<file path="src/hdl/impq_pkg.sv">
// Package for the indexed max priority queue: item types, command and status codes,
// controller/datapath command and status bundles. No dependencies.
`timescale 1ns / 1ps
`default_nettype none
package impq_pkg;
  localparam logic [1:0] CMD_INSERT  = 2'd0;
  localparam logic [1:0] CMD_EXTRACT = 2'd1;
  localparam logic [1:0] CMD_CHANGE  = 2'd2;
  localparam logic [1:0] CMD_READ    = 2'd3;

  localparam logic [2:0] ST_OK      = 3'd0;
  localparam logic [2:0] ST_FULL    = 3'd1;
  localparam logic [2:0] ST_EMPTY   = 3'd2;
  localparam logic [2:0] ST_ABSENT  = 3'd3;
  localparam logic [2:0] ST_PRESENT = 3'd4;

  // heap read address select
  localparam logic [2:0] HA_K      = 3'd0;
  localparam logic [2:0] HA_PARENT = 3'd1;
  localparam logic [2:0] HA_LEFT   = 3'd2;
  localparam logic [2:0] HA_RIGHT  = 3'd3;
  localparam logic [2:0] HA_ROOT   = 3'd4;
  localparam logic [2:0] HA_LAST   = 3'd5;

  typedef struct packed {
    logic [1:0]         command;
    logic [5:0]         entry_number;
    logic signed [31:0] key_in;
  } req_t;

  typedef struct packed {
    logic [2:0]         status;
    logic signed [31:0] key_out;
    logic [5:0]         entry_out;
  } rsp_t;

  // one heap slot: entry number and its key
  typedef struct packed {
    logic [5:0]         ent;
    logic signed [31:0] key;
  } node_t;

  // controller -> datapath
  typedef struct packed {
    logic       clear;      // zero one entry position (pass after reset)
    logic       load;       // capture request
    logic       classify;   // register status, key_out and entry_out defaults
    logic       ins_setup;  // grow heap, sift node from the new last slot
    logic       pos_setup;  // sift node from the entry's current slot
    logic [2:0] h_addr;     // heap read address select
    logic       cap_top;    // take root as result, mark its entry absent
    logic       cap_last;   // shrink heap, last slot becomes the node at root
    logic       cap_left;   // hold left child
    logic       cap_key;    // take read key as result
    logic       up_step;    // parent moves down into the hole
    logic       dn_step;    // larger child moves up into the hole
    logic       place;      // write node into the hole
    logic       respond;    // drive result strobe
  } ctl_t;

  // datapath -> controller
  typedef struct packed {
    logic       clr_done;  // last entry position being cleared
    logic       bad;       // item ends with an error status
    logic [1:0] command;
    logic       up_end;    // node at root
    logic       up_go;     // parent key smaller than node key
    logic       dn_end;    // node has no children
    logic       dn_go;     // node not strictly larger than larger child
    logic       one_left;  // heap holds one entry
  } sts_t;
endpackage
`default_nettype wire

</file>
<file path="src/hdl/impq_ctrl.sv">
// Controller state machine for the priority queue: clearing pass, dispatch, sift loops.
// Depends on impq_pkg.
`timescale 1ns / 1ps
`default_nettype none
module impq_ctrl (
  input  wire logic           clk,
  input  wire logic           rst,
  input  wire logic           start,
  output      logic           busy,
  input  wire impq_pkg::sts_t sts,
  output      impq_pkg::ctl_t ctl
);
  import impq_pkg::*;
  localparam logic [3:0] S_CLEAR = 4'd0;
  localparam logic [3:0] S_IDLE  = 4'd1;
  localparam logic [3:0] S_CLS   = 4'd2;
  localparam logic [3:0] S_UP    = 4'd3;
  localparam logic [3:0] S_UPC   = 4'd4;
  localparam logic [3:0] S_DN    = 4'd5;
  localparam logic [3:0] S_DNL   = 4'd6;
  localparam logic [3:0] S_DNR   = 4'd7;
  localparam logic [3:0] S_EX1   = 4'd8;
  localparam logic [3:0] S_EX2   = 4'd9;
  localparam logic [3:0] S_EX3   = 4'd10;
  localparam logic [3:0] S_RD    = 4'd11;
  localparam logic [3:0] S_RDW   = 4'd12;
  localparam logic [3:0] S_PLACE = 4'd13;
  localparam logic [3:0] S_RESP  = 4'd14;

  logic [3:0] state, state_next;

  assign busy = (state != S_IDLE);

  always_comb begin
    ctl = '0;
    state_next = state;
    case (state)
      S_CLEAR: begin
        ctl.clear = 1'b1;
        if (sts.clr_done) state_next = S_IDLE;
      end
      S_IDLE: if (start) begin ctl.load = 1'b1; state_next = S_CLS; end
      S_CLS: begin
        ctl.classify = 1'b1;
        if (sts.bad) state_next = S_RESP;
        else begin
          case (sts.command)
            CMD_INSERT:  begin ctl.ins_setup = 1'b1; state_next = S_UP; end
            CMD_EXTRACT: state_next = S_EX1;
            CMD_CHANGE:  begin ctl.pos_setup = 1'b1; state_next = S_UP; end
            CMD_READ:    begin ctl.pos_setup = 1'b1; state_next = S_RD; end
            default:     state_next = S_RESP;
          endcase
        end
      end
      // sift up: read parent, then move it down while smaller than the node
      S_UP: begin
        ctl.h_addr = HA_PARENT;
        if (sts.up_end) state_next = (sts.command == CMD_CHANGE) ? S_DN : S_PLACE;
        else state_next = S_UPC;
      end
      S_UPC: begin
        if (sts.up_go) begin ctl.up_step = 1'b1; state_next = S_UP; end
        else state_next = (sts.command == CMD_CHANGE) ? S_DN : S_PLACE;
      end
      // sift down: read left, then right, move larger child up unless node wins
      S_DN: begin
        ctl.h_addr = HA_LEFT;
        state_next = sts.dn_end ? S_PLACE : S_DNL;
      end
      S_DNL: begin
        ctl.cap_left = 1'b1;
        ctl.h_addr = HA_RIGHT;
        state_next = S_DNR;
      end
      S_DNR: begin
        if (sts.dn_go) begin ctl.dn_step = 1'b1; state_next = S_DN; end
        else state_next = S_PLACE;
      end
      // extract: read root, read last slot, then sift last down from root unless the heap is now empty
      S_EX1: begin ctl.h_addr = HA_ROOT; state_next = S_EX2; end
      S_EX2: begin ctl.cap_top = 1'b1; ctl.h_addr = HA_LAST; state_next = S_EX3; end
      S_EX3: begin
        ctl.cap_last = 1'b1;
        state_next = sts.one_left ? S_RESP : S_DN;
      end
      S_RD:    begin ctl.h_addr = HA_K; state_next = S_RDW; end
      S_RDW:   begin ctl.cap_key = 1'b1; state_next = S_RESP; end
      S_PLACE: begin ctl.place = 1'b1; state_next = S_RESP; end
      S_RESP:  begin ctl.respond = 1'b1; state_next = S_IDLE; end
      default: state_next = S_IDLE;
    endcase
  end

  always_ff @(posedge clk) begin
    if (rst) state <= S_CLEAR;
    else state <= state_next;
  end
endmodule
`default_nettype wire

</file>
<file path="config.mk">
export PLATFORM = sky130hd
export DESIGN_NAME = impq_ctrl
export DESIGN_NICKNAME = d
export VERILOG_FILES = /design/src/hdl/impq_pkg.sv /design/src/hdl/impq_ctrl.sv
export SDC_FILE = /design/constraint.sdc
export NUM_CORES = 1
export LEC_CHECK = 0
export BUFFER_PORTS_ARGS = -buffer_cell sky130_fd_sc_hd__buf_2
export CAP_MARGIN = 20
export CORE_AREA = 2 2 46 48
export CTS_CLUSTER_SIZE = 24
export DETAILED_ROUTE_END_ITERATION = 16
export DIE_AREA = 0 0 48 50
export PLACE_DENSITY = 0.57
export SLEW_MARGIN = 20
export SYNTH_ARGS = -nofsm -noshare
export SYNTH_HDL_FRONTEND = slang
export SYNTH_SLANG_ARGS = --single-unit
</file>
<file path="constraint.sdc">
create_clock -name clk -period 5.6 [get_ports clk]
set_clock_uncertainty 0.15 [all_clocks]
set_input_delay 1.68 -clock clk [delete_from_list [all_inputs] [get_ports clk]]
set_output_delay 1.68 -clock clk [all_outputs]
set_load 0.02 [all_outputs]
</file>
# Word level (Yosys, flattened, before mapping)

Cells that the tools add are included.

Bits in registers: 4
Latch bits: 0
RAM bits: 0
Memory bits (read-only): 0
Output and inout port bits: 17
Word-level logic and storage cells: 56
Memories: 0

$add $sub $neg: 0
Multipliers: 0
Div/mod/pow operators: 0
$lt $le $gt $ge: 0
Equal/unequal tests: 20
Shift-type cells: 0
Muxes and demuxes: 29
Bitwise logic cells: 0
Reductions and logical operators: 6

Operator list:

| operator                                                                 | number |
|---|---|
| 4-bit one-hot mux with 13 select lines                                   | 1 |
| 4-bit 2-to-1 mux                                                         | 9 |
| 4-bit equality test (second input constant)                              | 7 |
| 4-bit by 3-bit equality test with 1-bit output (second input constant)   | 4 |
| 1-bit 2-to-1 mux                                                         | 15 |
| 3-bit one-hot mux with 5 select lines                                    | 1 |
| 4-bit one-hot mux with 3 select lines                                    | 1 |
| 4-bit by 2-bit equality test with 1-bit output (second input constant)   | 2 |
| 2-bit OR reduction                                                       | 3 |
| 2-bit equality test (second input constant)                              | 2 |
| 4-bit by 1-bit equality test with 1-bit output (second input constant)   | 1 |
| 4-bit logical NOT                                                        | 1 |
| 2-bit inequality test (second input constant)                            | 2 |
| 4-bit by 1-bit inequality test with 1-bit output (second input constant) | 1 |
| 3-bit 2-to-1 mux                                                         | 1 |
| 2-bit by 1-bit equality test with 1-bit output (second input constant)   | 1 |
| 2-bit logical NOT                                                        | 1 |
| 2-bit 2-to-1 mux                                                         | 1 |
| 2-bit AND reduction                                                      | 1 |

# Logic depth before layout (Yosys ltp)

Depth in word-level cells: 5
Gate-level depth with buffers: 6
Gate-level depth less buffers: 4

# Worst setup path before layout

Ideal clock, no wire load.

Path kind: input-to-output
Start: input port sts[7] (netlist name)
End: output port ctl[12] (netlist name)
Arrival time: 2.399 ns
Data required time: 3.770 ns
Setup slack: 1.371 ns
Cell stages on the path: 1
Cell sequence: nor4_1

Cells in the longest elaborated chain, start to end: 2

Ends and longest elaborated chain:

| what               | RTL line        | RTL |
|---|---|---|
| start: declaration | impq_ctrl.sv:10 | `input wire impq_pkg::sts_t sts,` |
| 2-bit 2-to-1 mux   | impq_ctrl.sv:45 | `if (sts.bad) state_next = S_RESP;` |
| 3-bit 2-to-1 mux   | impq_ctrl.sv:37 | `case (state)` |
| end: declaration   | impq_ctrl.sv:11 | `output impq_pkg::ctl_t ctl` |

No other way between the ends.

==> flow_metrics.env <==
export IMPL_htree_levels=1
export IMPL_setup_tns_ps=0
export IMPL_clk_latency_ps=230
export IMPL_r2r_slack_ps=3730
export IMPL_worst_setup_path_type="input port to output port"
export IMPL_synth_top_cell_by_area="dfxtp_1"
export IMPL_ys_seq_area_frac=0.150
export IMPL_overflow=0
export IMPL_yosys_area_top_type_share=0.150
export IMPL_synth_compound_area_frac=0.267
export IMPL_cpPeakStageDelay_ps=250
export IMPL_largest_reg_flops=4
export IMPL_tightest_slew_ps=678
export IMPL_wirelength_mm=1.51
export IMPL_ys_ff_latch=4
export IMPL_power_density_nw_per_um2=238
export IMPL_start_util=0.281
export IMPL_grt_pass1_wl_mm=2.39
export IMPL_root_buffer="clkbuf_4"
export IMPL_post_route_period_util=0.730
export IMPL_die_h_um=50
export IMPL_rr_worst_depth=4
export IMPL_synth_edf_count=0
export IMPL_grtUsageTotal=0.133
export IMPL_coreArea_um2=1900
export IMPL_wl_per_cell_um=11.3
export IMPL_synthTopCellsByArea="dfxtp_1 (15%), nor2_1 (11%), nand2b_1 (7.0%)"
export IMPL_cts_tree="built"
export IMPL_hold_buffers=0
export IMPL_worstPathCellList="buf_2 -> nor4_1 -> buf_2"
export IMPL_cpLargestDelayFamily="buffers and inverters"
export IMPL_r2r_end="state[0]"
export IMPL_holdPathEnd="state[2]"
export IMPL_timing_final_crit_period_ps=4090
export IMPL_diodes=0
export IMPL_vias=695
export IMPL_total_power_mw=0.165
export IMPL_cp_max_fo=5
export IMPL_post_cts_setup_buffers=0
export IMPL_first_iter_violations=13
export IMPL_gp_congestion=0.783
export IMPL_final_cell_mix="buf_2 (28), nor2_1 (15), nand2_1 (9)"
export IMPL_first_pass_iters=4
export IMPL_numPortBuffers=28
export IMPL_cts_buffers=3
export IMPL_grt_start_max_net_pins=24
export IMPL_area_growth_syn_to_layout_pct=29.5
export IMPL_viasPerCell=5.19
export IMPL_drive_above_1_share=0.318
export IMPL_slew_headroom=0.547
export IMPL_min_path_type="register to register"
export IMPL_crit_path_end_kind="output port"
export IMPL_holdCritStartpoint="state[1]"
export IMPL_syn_cell_area_um2=534
export IMPL_max_cap_violations=0
export IMPL_die_area_um2=2400
export IMPL_max_freq_mhz=245
export IMPL_netlist_instances=83
export IMPL_hold_viol=0
export IMPL_top_register="state"
export IMPL_required_ps=3770
export IMPL_min_path_cells=2
export IMPL_top_regs="state x4"
export IMPL_synth_simple_gate_area_frac=0.466
export IMPL_syn_area_per_cell_um2=6.44
export IMPL_r2r_start="state[1]"
export IMPL_synthMuxAreaShare=0
export IMPL_num_rows=16
export IMPL_worst_path_buf_inv=2
export IMPL_slew_violations=0
export IMPL_ir_worst_vdd_v=0.000121
export IMPL_cts_resized=0
export IMPL_cts_clk_slew_worst_paths_ps=40
export IMPL_final_antenna_net_count=0
export IMPL_synth_top_family_by_area="simple AND/OR/NAND/NOR gates"
export IMPL_final_common_cell="buf_2"
export IMPL_synth_xor_area_frac=0.0164
export IMPL_p_leak_nw=0.332
export IMPL_ys_types=34
export IMPL_max_clock_path_buffers=2
export IMPL_antenna_found_initial=0
export IMPL_rsz0062_at_grt="no"
export IMPL_synth_warnings=0
export IMPL_setup_viol=0
export IMPL_synthAdderAreaFrac=0
export IMPL_path_common_cell="buf_2"
export IMPL_die_x_um=48
export IMPL_slowest_stage="nor4_1"
export IMPL_grt_pass1_vias=546
export IMPL_cts_sinks=4
export IMPL_crit_arrival_ps=2260
export IMPL_synth_top_flop_cell="dfxtp_1"
export IMPL_drc=0
export IMPL_async_reset_ff_frac=0
export IMPL_syn_nets=95
export IMPL_hpwl_mm=1.12
export IMPL_io_pin_count=29
export IMPL_critPathLaunchType="input port"
export IMPL_nets=121
export IMPL_outcome="completed"
synth_stat cells (3+ instances only):
cell type  number
nor2_1         15
a21oi_1         4
nand2_1         9
dfxtp_1         4
buf_2           4
nand2b_1        6
inv_1           4
o21ai_0         3
kinds of logic after synthesis:
logic type,count (synthesis)
AO/OA/AOI/OAI,20
XOR/XNOR,1
buffers and inverters,11
flip-flops,4
AND/OR/NAND/NOR,47
worst max path at each step:
stage / slack [ps] / end / from / depth (start not counted)
after detailed placement: 1520 / ctl[12] / sts[7] / 3
after CTS: 1510 / ctl[12] / sts[7] / 3
after global routing: 1470 / ctl[12] / sts[7] / 3
final: 1510 / ctl[12] / sts[7] / 3
after global placement: 1510 / ctl[12] / sts[7] / 3
after floorplan: 1370 / ctl[12] / sts[7] / 1
metal layers:
metal,share of wire,vias to the layer above,global-route usage
li1,-,345,-
met1,0.47,318,0.188
met2,0.47,32,0.193
met3,0.065,0,0.0366
met4,0,0,0.0360
met5,0,-,0
where the power goes:
part / internal, mW / switching [mW]
clock: 0.0239 / 0.0107
combinational: 0.0334 / 0.0439
sequential: 0.0328 / 0.0198
stage by stage:
step	area, um2	hold slack (ps)	setup WS (ps)	std cells	util
6_report	692	611	1510	134	0.364
3_3_place_gp	669	605	1510	131	0.352
4_1_cts	692	608	1510	134	0.364
5_1_grt	692	668	1470	134	0.364
3_5_place_dp	669	595	1520	131	0.352
2_1_floorplan	534	458	1370	83	-
final cells by class:
| cell class | instances | area, um2 |
|---|---|---|
| clock buffers | 3 | 22.5 |
| fillers | 221 | 1210 |
| inverters | 4 | 15.0 |
| multi-input cells | 68 | 400 |
| flip-flops and latches | 4 | 80.1 |
| well taps | 27 | 33.8 |
| repair buffers | 28 | 140 |
worst min-delay path: stages, from the launching register on:
cell and delay (ps):
dfxtp_1 460, a21oi_1 190, nor2_1 60
(Power assumes the default switching activity.)
